## src/design/vlsp_pkg.sv

```systemverilog
// Shared types and constants for the variable-length symbol packer.
`default_nettype none

package vlsp_pkg;

    localparam int COUNT_WIDTH = 40;
    localparam int SYMBOL_W    = 8;
    localparam int WORD_BITS   = 64;
    localparam int FILL_W      = 7;
    localparam int OFFSET_W    = 6;
    localparam int TOTAL_W     = 40;
    localparam int CODE_BITS   = 32;
    localparam int LEN_W       = 6;
    localparam int GROUP_W     = 4;
    localparam int SYMBOL_LIMIT = 48;

    // floor(s / 3) == (s * 43) >> 7 for s below SYMBOL_LIMIT
    localparam int DIV3_MUL    = 43;
    localparam int DIV3_SHIFT  = 7;
    localparam int DIV3_PROD_W = 14;

    localparam int QUEUE_DEPTH = 4;
    localparam int QPTR_W      = 2;
    localparam int QCOUNT_W    = 3;

    typedef struct packed {
        logic [WORD_BITS-1:0] packed_word;
        logic [FILL_W-1:0]    word_fill;
        logic                 final_word;
        logic [TOTAL_W-1:0]   bit_total;
        logic                 bad_symbol;
    } result_t;

    // Up to two results produced by one request, oldest in first.
    typedef struct packed {
        logic [1:0] count;
        result_t    first;
        result_t    second;
    } push_t;

endpackage

`default_nettype wire

```

## src/design/vlsp_sym_if.sv

```systemverilog
// Symbol request channel: valid/ready handshake with symbol payload.
`default_nettype none

interface vlsp_sym_if;
    logic                          valid;
    logic                          ready;
    logic [vlsp_pkg::SYMBOL_W-1:0] symbol;
    logic                          end_of_block;

    modport source (output valid, output symbol, output end_of_block, input ready);
    modport sink   (input valid, input symbol, input end_of_block, output ready);
endinterface

`default_nettype wire

```

## src/design/vlsp_word_if.sv

```systemverilog
// Packed word channel: valid/ready handshake with result payload.
`default_nettype none

interface vlsp_word_if;
    logic                           valid;
    logic                           ready;
    logic [vlsp_pkg::WORD_BITS-1:0] packed_word;
    logic [vlsp_pkg::FILL_W-1:0]    word_fill;
    logic                           final_word;
    logic [vlsp_pkg::TOTAL_W-1:0]   bit_total;
    logic                           bad_symbol;

    modport source (output valid, output packed_word, output word_fill, output final_word,
                    output bit_total, output bad_symbol, input ready);
    modport sink   (input valid, input packed_word, input word_fill, input final_word,
                    input bit_total, input bad_symbol, output ready);
endinterface

`default_nettype wire

```

## src/design/variable_length_symbol_packer_top.sv

```systemverilog
// Top level of the variable-length symbol packer.
//
// symbols: one symbol (0..47) per request, end_of_block marks the last of a block.
// words:   packed 64-bit words, LSB first, with fill, final flag, bit total and
//          an error flag for symbols of 48 or more.
// A request is taken into an input register, then coded and packed
// combinationally into a four-entry result queue; one request yields zero,
// one or two results. A symbol request reaches its first word through the
// input register and the result queue. Throughput: one symbol per cycle while
// the queue has room for two results; the word channel drains one result per
// cycle while ready, so a block end that also fills a word adds a result.
// When words stalls, the input register holds its symbol and symbols.ready
// drops once the queue cannot take two more results; nothing is lost.
// Reset clears the partial word, the bit offset, the bit counter and the
// queue; no results are pending afterwards.
`default_nettype none

module variable_length_symbol_packer_top (
    input  wire logic   clk,
    input  wire logic   rst_n,
    vlsp_sym_if.sink    symbols,
    vlsp_word_if.source words
);

    logic                          in_valid_reg;
    logic [vlsp_pkg::SYMBOL_W-1:0] sym_reg;
    logic                          eob_reg;
    logic                          space;
    logic                          advance;
    logic                          load;
    vlsp_pkg::push_t               push;

    assign advance       = in_valid_reg && space;
    assign symbols.ready = !in_valid_reg || advance;
    assign load          = symbols.valid && symbols.ready;

    always_ff @(posedge clk or negedge rst_n)
    begin
        if (!rst_n)
        begin
            in_valid_reg <= 1'b0;
        end
        else if (load)
        begin
            in_valid_reg <= 1'b1;
        end
        else if (advance)
        begin
            in_valid_reg <= 1'b0;
        end
    end

    always_ff @(posedge clk)
    begin
        if (load)
        begin
            sym_reg <= symbols.symbol;
            eob_reg <= symbols.end_of_block;
        end
    end

    vlsp_pack u_pack (
        .clk          (clk),
        .rst_n        (rst_n),
        .fire         (advance),
        .symbol       (sym_reg),
        .end_of_block (eob_reg),
        .push         (push)
    );

    vlsp_rqueue u_rqueue (
        .clk   (clk),
        .rst_n (rst_n),
        .push  (push),
        .space (space),
        .words (words)
    );

endmodule

`default_nettype wire

```

## src/design/vlsp_pack.sv

```systemverilog
// Code former and word packer: holds the partial word, offset and bit count.
`default_nettype none

module vlsp_pack (
    input  wire logic                          clk,
    input  wire logic                          rst_n,
    input  wire logic                          fire,
    input  wire logic [vlsp_pkg::SYMBOL_W-1:0] symbol,
    input  wire logic                          end_of_block,
    output vlsp_pkg::push_t                    push
);

    logic [vlsp_pkg::WORD_BITS-1:0]   buf_reg, buf_next;
    logic [vlsp_pkg::OFFSET_W-1:0]    fill_reg, fill_next;
    logic [vlsp_pkg::COUNT_WIDTH-1:0] cnt_reg, cnt_next;

    logic                                bad;
    logic [vlsp_pkg::DIV3_PROD_W-1:0]    div_prod;
    logic [vlsp_pkg::GROUP_W-1:0]        groups;
    logic [1:0]                          rem;
    logic [vlsp_pkg::GROUP_W:0]          two_g;
    logic [vlsp_pkg::CODE_BITS-1:0]      ones;
    logic [vlsp_pkg::CODE_BITS-1:0]      code;
    logic [vlsp_pkg::LEN_W-1:0]          len;
    logic [vlsp_pkg::WORD_BITS+vlsp_pkg::CODE_BITS-1:0] wide;
    logic [vlsp_pkg::WORD_BITS-1:0]      merged;
    logic [vlsp_pkg::WORD_BITS-1:0]      spill;
    logic [vlsp_pkg::FILL_W-1:0]         end_sum;
    logic                                full;
    logic [vlsp_pkg::OFFSET_W-1:0]       new_fill;
    logic [vlsp_pkg::COUNT_WIDTH:0]      cnt_sum;
    logic [vlsp_pkg::COUNT_WIDTH-1:0]    cnt_new;
    logic [vlsp_pkg::TOTAL_W-1:0]        total;
    logic [vlsp_pkg::WORD_BITS-1:0]      buf_after;

    always_comb
    begin
        bad      = (symbol >= vlsp_pkg::SYMBOL_W'(vlsp_pkg::SYMBOL_LIMIT));
        div_prod = vlsp_pkg::DIV3_PROD_W'(symbol) * vlsp_pkg::DIV3_PROD_W'(vlsp_pkg::DIV3_MUL);
        groups   = vlsp_pkg::GROUP_W'(div_prod >> vlsp_pkg::DIV3_SHIFT);
        rem      = 2'(symbol - (vlsp_pkg::SYMBOL_W'({groups, 1'b0}) +
                                vlsp_pkg::SYMBOL_W'(groups)));
        two_g    = {groups, 1'b0};
        ones     = vlsp_pkg::CODE_BITS'((33'(1) << two_g) - 33'(1));
        code     = ones | (vlsp_pkg::CODE_BITS'(rem) << two_g);
        len      = vlsp_pkg::LEN_W'(two_g) + vlsp_pkg::LEN_W'(2);

        wide     = (vlsp_pkg::WORD_BITS + vlsp_pkg::CODE_BITS)'(code) << fill_reg;
        merged   = buf_reg | wide[vlsp_pkg::WORD_BITS-1:0];
        spill    = vlsp_pkg::WORD_BITS'(wide[vlsp_pkg::WORD_BITS+vlsp_pkg::CODE_BITS-1:
                                             vlsp_pkg::WORD_BITS]);
        end_sum  = vlsp_pkg::FILL_W'(fill_reg) + vlsp_pkg::FILL_W'(len);
        full     = end_sum[vlsp_pkg::FILL_W-1];
        new_fill = end_sum[vlsp_pkg::OFFSET_W-1:0];
        buf_after = full ? spill : merged;

        // saturating count: all ones is the limit
        cnt_sum  = (vlsp_pkg::COUNT_WIDTH+1)'(cnt_reg) + (vlsp_pkg::COUNT_WIDTH+1)'(len);
        cnt_new  = cnt_sum[vlsp_pkg::COUNT_WIDTH] ? '1 : cnt_sum[vlsp_pkg::COUNT_WIDTH-1:0];
        total    = vlsp_pkg::TOTAL_W'(cnt_new);
    end

    always_comb
    begin
        push.count  = 2'd0;
        push.first  = '0;
        push.second = '0;
        if (bad)
        begin
            push.count            = 2'd1;
            push.first.bad_symbol = 1'b1;
        end
        else if (full)
        begin
            push.first.packed_word = merged;
            push.first.word_fill   = vlsp_pkg::FILL_W'(vlsp_pkg::WORD_BITS);
            push.first.final_word  = end_of_block && (new_fill == '0);
            push.first.bit_total   = total;
            if (end_of_block && (new_fill != '0))
            begin
                push.count              = 2'd2;
                push.second.packed_word = buf_after;
                push.second.word_fill   = vlsp_pkg::FILL_W'(new_fill);
                push.second.final_word  = 1'b1;
                push.second.bit_total   = total;
            end
            else
            begin
                push.count = 2'd1;
            end
        end
        else if (end_of_block && (new_fill != '0))
        begin
            push.count             = 2'd1;
            push.first.packed_word = merged;
            push.first.word_fill   = vlsp_pkg::FILL_W'(new_fill);
            push.first.final_word  = 1'b1;
            push.first.bit_total   = total;
        end
        if (!fire)
        begin
            push.count = 2'd0;
        end
    end

    always_comb
    begin
        buf_next  = buf_reg;
        fill_next = fill_reg;
        cnt_next  = cnt_reg;
        if (fire)
        begin
            if (bad || end_of_block)
            begin
                buf_next  = '0;
                fill_next = '0;
                cnt_next  = '0;
            end
            else
            begin
                buf_next  = buf_after;
                fill_next = new_fill;
                cnt_next  = cnt_new;
            end
        end
    end

    always_ff @(posedge clk or negedge rst_n)
    begin
        if (!rst_n)
        begin
            buf_reg  <= '0;
            fill_reg <= '0;
            cnt_reg  <= '0;
        end
        else
        begin
            buf_reg  <= buf_next;
            fill_reg <= fill_next;
            cnt_reg  <= cnt_next;
        end
    end

endmodule

`default_nettype wire

```

## src/design/vlsp_rqueue.sv

```systemverilog
// Result queue: takes up to two results a cycle, hands out one a cycle while words is ready.
`default_nettype none

module vlsp_rqueue (
    input  wire logic            clk,
    input  wire logic            rst_n,
    input  wire vlsp_pkg::push_t push,
    output logic                 space,
    vlsp_word_if.source          words
);

    vlsp_pkg::result_t                mem_reg [vlsp_pkg::QUEUE_DEPTH];
    logic [vlsp_pkg::QPTR_W-1:0]      wr_reg, wr_next;
    logic [vlsp_pkg::QPTR_W-1:0]      rd_reg, rd_next;
    logic [vlsp_pkg::QCOUNT_W-1:0]    cnt_reg, cnt_next;
    logic                             pop;
    vlsp_pkg::result_t                head;

    assign space = (cnt_reg <= vlsp_pkg::QCOUNT_W'(vlsp_pkg::QUEUE_DEPTH - 2));
    assign pop   = (cnt_reg != '0) && words.ready;
    assign head  = mem_reg[rd_reg];

    assign words.valid       = (cnt_reg != '0);
    assign words.packed_word = head.packed_word;
    assign words.word_fill   = head.word_fill;
    assign words.final_word  = head.final_word;
    assign words.bit_total   = head.bit_total;
    assign words.bad_symbol  = head.bad_symbol;

    always_comb
    begin
        wr_next  = wr_reg + vlsp_pkg::QPTR_W'(push.count);
        rd_next  = rd_reg + vlsp_pkg::QPTR_W'(pop);
        cnt_next = cnt_reg + vlsp_pkg::QCOUNT_W'(push.count) - vlsp_pkg::QCOUNT_W'(pop);
    end

    always_ff @(posedge clk or negedge rst_n)
    begin
        if (!rst_n)
        begin
            wr_reg  <= '0;
            rd_reg  <= '0;
            cnt_reg <= '0;
        end
        else
        begin
            wr_reg  <= wr_next;
            rd_reg  <= rd_next;
            cnt_reg <= cnt_next;
        end
    end

    always_ff @(posedge clk)
    begin
        if (push.count != 2'd0)
        begin
            mem_reg[wr_reg] <= push.first;
        end
        if (push.count == 2'd2)
        begin
            mem_reg[wr_reg + vlsp_pkg::QPTR_W'(1)] <= push.second;
        end
    end

endmodule

`default_nettype wire
```

## src/flat_wrapper.sv

```systemverilog
// flat-port wrapper written by rule: the top's interface ports become plain ports
module variable_length_symbol_packer_top_flat 
  (clk, rst_n, symbols_valid, symbols_symbol, symbols_end_of_block, symbols_ready, words_valid, words_packed_word, words_word_fill, words_final_word, words_bit_total, words_bad_symbol, words_ready);
  vlsp_sym_if symbols_i ();
  vlsp_word_if words_i ();
  input  wire logic clk;
  input  wire logic rst_n;
  input wire logic [$bits(symbols_i.valid)-1:0] symbols_valid;
  input wire logic [$bits(symbols_i.symbol)-1:0] symbols_symbol;
  input wire logic [$bits(symbols_i.end_of_block)-1:0] symbols_end_of_block;
  output wire logic [$bits(symbols_i.ready)-1:0] symbols_ready;
  output wire logic [$bits(words_i.valid)-1:0] words_valid;
  output wire logic [$bits(words_i.packed_word)-1:0] words_packed_word;
  output wire logic [$bits(words_i.word_fill)-1:0] words_word_fill;
  output wire logic [$bits(words_i.final_word)-1:0] words_final_word;
  output wire logic [$bits(words_i.bit_total)-1:0] words_bit_total;
  output wire logic [$bits(words_i.bad_symbol)-1:0] words_bad_symbol;
  input wire logic [$bits(words_i.ready)-1:0] words_ready;
  assign symbols_i.valid = symbols_valid;
  assign symbols_i.symbol = symbols_symbol;
  assign symbols_i.end_of_block = symbols_end_of_block;
  assign symbols_ready = symbols_i.ready;
  assign words_valid = words_i.valid;
  assign words_packed_word = words_i.packed_word;
  assign words_word_fill = words_i.word_fill;
  assign words_final_word = words_i.final_word;
  assign words_bit_total = words_i.bit_total;
  assign words_bad_symbol = words_i.bad_symbol;
  assign words_i.ready = words_ready;
  variable_length_symbol_packer_top u_core (.clk(clk), .rst_n(rst_n), .symbols(symbols_i), .words(words_i));
endmodule
```

## config.mk

```make
export PLATFORM = sky130hd
export DESIGN_NAME = variable_length_symbol_packer_top_flat
export DESIGN_NICKNAME = d
export VERILOG_FILES = /design/src/design/vlsp_pkg.sv /design/src/design/vlsp_sym_if.sv /design/src/design/vlsp_word_if.sv /design/src/design/variable_length_symbol_packer_top.sv /design/src/design/vlsp_pack.sv /design/src/design/vlsp_rqueue.sv /design/src/flat_wrapper.sv
export SDC_FILE = /design/constraint.sdc
export NUM_CORES = 1
export LEC_CHECK = 0
export BUFFER_PORTS_ARGS = -buffer_cell sky130_fd_sc_hd__buf_4
export CORE_ASPECT_RATIO = 1.2
export CORE_MARGIN = 3
export CORE_UTILIZATION = 40
export CTS_CLUSTER_DIAMETER = 50
export DETAILED_ROUTE_END_ITERATION = 8
export PLACE_DENSITY = 0.53
export SLEW_MARGIN = 20
export SYNTH_ARGS = -nofsm -noshare
export SYNTH_HDL_FRONTEND = slang
export SYNTH_HIERARCHICAL = 1
export SYNTH_SLANG_ARGS = --single-unit
```

## constraint.sdc

```tcl
create_clock -name clk -period 28.2 [get_ports clk]
set_clock_uncertainty 0.2 [all_clocks]
set_input_delay 7.05 -clock clk [delete_from_list [all_inputs] [get_ports clk]]
set_output_delay 7.05 -clock clk [all_outputs]
set_load 0.01 [all_outputs]
```

==> results of run 1 <==
cell usage after synthesis (48+ instances only):
master | number | area [µm²]
a21oi_1 | 110 | 550.5
buf_4 | 50 | 375.4
clkbuf_1 | 91 | 341.6
dfrtp_1 | 117 | 2928
edfxtp_1 | 461 | 13840
inv_1 | 64 | 240.2
mux2_1 | 70 | 788.3
mux2_2 | 264 | 2973
mux2_4 | 129 | 1937
mux4_2 | 114 | 2567
nand2_1 | 133 | 499.2
nor2_1 | 267 | 1002
o21ai_0 | 85 | 425.4
o22ai_1 | 48 | 300.3
cell type report:
| cell class | count | share of cell area [%] |
|---|---|---|
| clock buffers | 92 | 5.078 |
| clock inverters | 40 | 1.505 |
| inverters | 67 | 0.6547 |
| multi-input cells | 1818 | 41.73 |
| flip-flops and latches | 578 | 43.68 |
| well taps | 1121 | 3.651 |
| repair buffers | 179 | 3.697 |
cell usage in the layout, fill, tap and decap left out, drive strengths merged, types with 40 or more instances in the layout:
cell and n:
o21ai 100, inv 74, buf 179, a21oi 112, dfrtp 117, mux4 114, edfxtp 461, mux2 463
o22ai 49, nand2 134, nand3 41, ha 42, xnor2 40, clkbuf 92, nor2 270
cells by family (layout without fill, tap and decap cells):
logic type,count (synthesis),in the layout,synth area share [%]
compound gates,520,520,10.78
fa+ha+maj,54,54,2.217
xor+xnor,50,50,1.307
other cells,1,38,0.01100
mux,597,597,24.84
simple gates,559,559,7.252
flops,578,578,49.19
buf+inv,285,378,4.404
how the worst max path moves through the flow:
stage / depth (start not counted) / slack [ns] / endpoint
6_report: 4 / 17.77 / words_packed_word[22]
5_1_grt: 25 / 17.32 / u_core/u_rqueue/mem_reg[3][56]
4_1_cts: 3 / 17.37 / words_packed_word[22]
3_5_place_dp: 27 / 17.99 / u_core/u_rqueue/mem_reg[3][60]
3_3_place_gp: 27 / 18.08 / u_core/u_rqueue/mem_reg[3][54]
2_1_floorplan: 25 / 13.43 / u_core/u_rqueue/mem_reg[0][0]
worst max-delay path: stages, from the launching register on:
cell and delay, ns:
dfrtp_4 0.70, buf_16 0.30, buf_4 0.68, mux4_2 0.60, buf_4 0.16
metrics by stage:
step | std cells | setup slack (ns) | util (%)
after global routing | 3895 | 17.32 | 45.79
after detailed placement | 3762 | 17.99 | 42.74
after global placement | 3760 | 18.08 | 42.67
after floorplan | 2681 | 13.43 | -
after CTS | 3894 | 17.37 | 45.75
final | 3895 | 17.77 | 45.79
routing by layer:
metal	share of wire (%)	wire, µm	global-route usage, %
met1	44	45420	31.55
met2	47	49030	37.19
met3	5.7	5967	4.169
met4	3.3	3461	8.285
met5	0.013	13	0
==> flow_summary.ini, run 1 <==
[cts]
post_cts_buffers = 0
cts.sinks = 578
cts-htree-levels = 3
cts_resized = 0
cts_tree = built
clk_latency_ns = 0.63
cts-root-to-sink-buffers = 3
cts_buffers = 73
cts.clk_slew.worst_paths_ns = 0.06
cts_hold_buf = 0
root_buffer = clkbuf_16

[routing]
via_per_inst = 5.934
wl_per_cell_um = 26.67
vias = 23110
drt_first_pass_iters = 5
drc = 0
antenna_left = 0
routed_wl_mm = 103.9
drtIter0Drc = 1832

[grt]
antenna_found_initial = 2
grt_overflow = 0
grt_pass1_vias = 23830
grtUsageTotal_pct = 23.18
grt_pass1_wl_mm = 156.3
grt_max_degree = 114

[timing]
fin_hold_ws_ns = 0.2933
slew_violations = 0
max_freq_mhz = 95.87
fin_crit_ns = 10.43
period_share_pct = 36.99
worst_slew_pin_slew_ns = 1.211
slew_headroom_pct = 16.98
hold_viol = 0
tns_ns = 0
final-setup-viol-count = 0
rsz0062_at_grt = no

[layout]
area.sequential_um2 = 16780
multi_input_area_um2 = 16030
drive_gt1_share_pct = 30.64
diodes = 0
final_area_um2 = 38410
largest_reg_flops = 452
syn2layout_area_growth_pct = 12.67
fill_cells = 7696
nets = 2783

[worst_setup_path]
arrival_ns = 3.18
worstSetupStartpoint = u_core/u_rqueue/rd_reg[0]
r2r_end = u_core/u_rqueue/mem_reg[3][56]
required_ns = 20.95
crit_type = reg -> out
r2r-start = u_core/sym_reg[1]
cp-start-kind = register
path_max_fanout = 44
r2r_slack_ns = 18.01
r2r_cells = 27
crit_path_end_kind = output pin

[flow_run]
drv_cap = 0

[worst_hold_path]
hold_path_class = reg -> reg
hp-start = u_core/u_pack/buf_reg[37]
worstHoldEndpoint = u_core/u_pack/buf_reg[37]
min_path_cells = 2

[floorplanning]
rows = 116
die_area_um2 = 88780
die_w_um = 272.5
ios = 128
core-area_um2 = 83890
dieHeight_um = 325.8
start_util_pct = 40.64

[logic_synthesis]
synth_seq_cells = 578
synthCells = 2644
synthFlopType = edfxtp_1
ys_warn_count = 6
synth_cell_types = 107
synth_sequential_area_ratio_pct = 49.19
async_flop_share_pct = 20.24
synth_area_per_cell_um2 = 12.89
netlist_area_um2 = 34090
synth_edf_count = 461

[placed_design]
hpwl_mm = 67.69
portBuffers = 127
postPlaceCellArea_um2 = 35850
routabilityCongestion = 0.9430

[status]
status = finished clean
Power of run 1 is not shown: default switching activity piles up to over one toggle a cycle in this logic, so the estimate is an artifact.
==> inputs of run 2 (changes only) <==
--- a/config.mk
+++ b/config.mk
@@ -11,7 +11,7 @@
 export CORE_UTILIZATION = 40
 export CTS_CLUSTER_DIAMETER = 50
 export DETAILED_ROUTE_END_ITERATION = 8
-export PLACE_DENSITY = 0.53
+export PLACE_DENSITY = 0.55
 export SLEW_MARGIN = 20
 export SYNTH_ARGS = -nofsm -noshare
 export SYNTH_HDL_FRONTEND = slang
==> constraint.sdc (replaced) <==
create_clock -name clk -period 8.8 [get_ports clk]
set_clock_uncertainty 0.2 [all_clocks]
set_input_delay 2.2 -clock clk [delete_from_list [all_inputs] [get_ports clk]]
set_output_delay 2.2 -clock clk [all_outputs]
set_load 0.01 [all_outputs]
==> flow_summary.ini, run 2 (synthesized netlist as in run 1, its figures left out) <==
[timing]
slew_violations = 0
worst_slew_pin_slew_ns = 1.140
fin_crit_ns = 8.182
period_share_pct = 92.98
slew_headroom_pct = 23.93
final-setup-viol-count = 0
hold_viol = 0
max_freq_mhz = 122.2
rsz0062_at_grt = no

[layout]
nets = 2818
diodes = 0
drive_gt1_share_pct = 31.53
post-route-util_pct = 46.12
final_cell_mix = edfxtp_1, nor2_1, mux2_2, buf_4, nand2_1
layout_commonest_cell = edfxtp_1
syn2layout_area_growth_pct = 13.48
largest_reg_flops = 452

[cts]
cts_buffers = 74
root_buffer = clkbuf_16
cts.clk_slew.worst_paths_ns = 0.06
clk_latency_ns = 0.63
cts-htree-levels = 3
cts_tree = built
cts-root-to-sink-buffers = 3
cts.sinks = 578
cts_hold_buf = 0

[floorplanning]
start_util_pct = 40.64
die_w_um = 272.5
ios = 128
core-area_um2 = 83890
die_area_um2 = 88780
dieHeight_um = 325.8
rows = 116

[routing]
vias = 23170
antenna_left = 0
routed_wl_mm = 102.4
wl_per_cell_um = 26.03
via_per_inst = 5.890
drtIter0Drc = 1939
drc = 0
drt_first_pass_iters = 5

[placed_design]
portBuffers = 127
routabilityCongestion = 0.9573
hpwl_mm = 66.10

[worst_hold_path]
hold_path_class = reg -> reg

[grt]
grt_pass1_wl_mm = 156.2
antenna_found_initial = 0
grt_overflow = 0
grt_max_degree = 114
grtUsageTotal_pct = 22.97
grt_pass1_vias = 24040

[worst_setup_path]
crit_top_cell = inv_1
critPathSlowestCell = buf_16
cpPeakStageDelay_ns = 0.62
crit_path_end_kind = register
path_buf_inv = 6
arrival_ns = 8.35
path_delay_family = adder cells
cp-start-kind = register
required_ns = 8.97
crit_type = reg -> reg
path_max_fanout = 113

[flow_run]
drv_cap = 0

[status]
status = finished clean
run 2: cell types whose count changed in the layout (fill, tap and decap cells not counted), moves of 2 or more:
cell | previous run | this run
clkbuf_8 | 1 | 4
clkinv_2 | 6 | 10
inv_6 | 6 | 11
bufinv_16 | 10 | 5
buf_16 | 3 | 1
buf_4 | 174 | 197
buf_12 | 1 | 15
run 2: layout make-up:
type / count / area [µm²]
Fill cell: 7632 / 45200
Sequential cell: 578 / 16780
Multi-Input combinational cell: 1818 / 16030
Clock buffer: 96 / 1996
Timing Repair Buffer: 213 / 1807
Tap cell: 1121 / 1403
Clock inverter: 41 / 422.9
Inverter: 67 / 251.5
run 2: path summary, 6_finish.rpt:
path | from | end | slack, ns | depth (start not counted)
min | u_core/u_pack/buf_reg[20] | u_core/u_pack/buf_reg[20] | 0.29 | 2
min in group asynchronous | rst_n | u_core/u_pack/cnt_reg[12] | 1.43 | 1
max reg2reg | u_core/sym_reg[1] | u_core/u_rqueue/mem_reg[0][71] | 0.62 | 26
min reg2reg | u_core/u_pack/buf_reg[20] | u_core/u_pack/buf_reg[20] | 0.29 | 2
max in group asynchronous | rst_n | u_core/u_pack/buf_reg[2] | 5.48 | 2
max | u_core/sym_reg[1] | u_core/u_rqueue/mem_reg[0][71] | 0.62 | 26
run 2: tightest hold or removal path: cells and delay by family (launching register included):
kind	cells	cell delay, ns
AOI/OAI and AO/OA	1	0.06
DFF	1	0.34
and+or+nand+nor	1	0.05
run 2: layer usage:
| metal | vias to the layer above | part of all wire (%) | GRT usage (%) |
|---|---|---|---|
| li1 | 10330 | - | - |
| met1 | 11880 | 44 | 31.74 |
| met5 | - | 0 | 0 |
| met4 | 0 | 2.8 | 6.919 |
| met2 | 795 | 48 | 37.16 |
| met3 | 162 | 5.6 | 3.808 |
run 2: repair_timing:
action                                  in CTS  in global routing
setup buffers                                0                  0
endpoints found under the setup margin       0                  6
endpoints found under the hold margin        0                  0
resized for setup                            0                  1
run 2: stage by stage:
stage	setup TNS, ns	setup slack, ns	area [µm²]	instances	hold slack, ns
after floorplan	-341.89	-0.7729	34240	2681	0.2556
after global placement	0	0.8667	36260	3797	0.2692
after detailed placement	0	0.7058	36260	3797	0.2733
after CTS	0	0.6620	38680	3934	0.2897
after global routing	0	0.01967	38690	3934	0.3107
final	0	0.6178	38690	3934	0.2899
Power of run 2 is left out for the same reason.
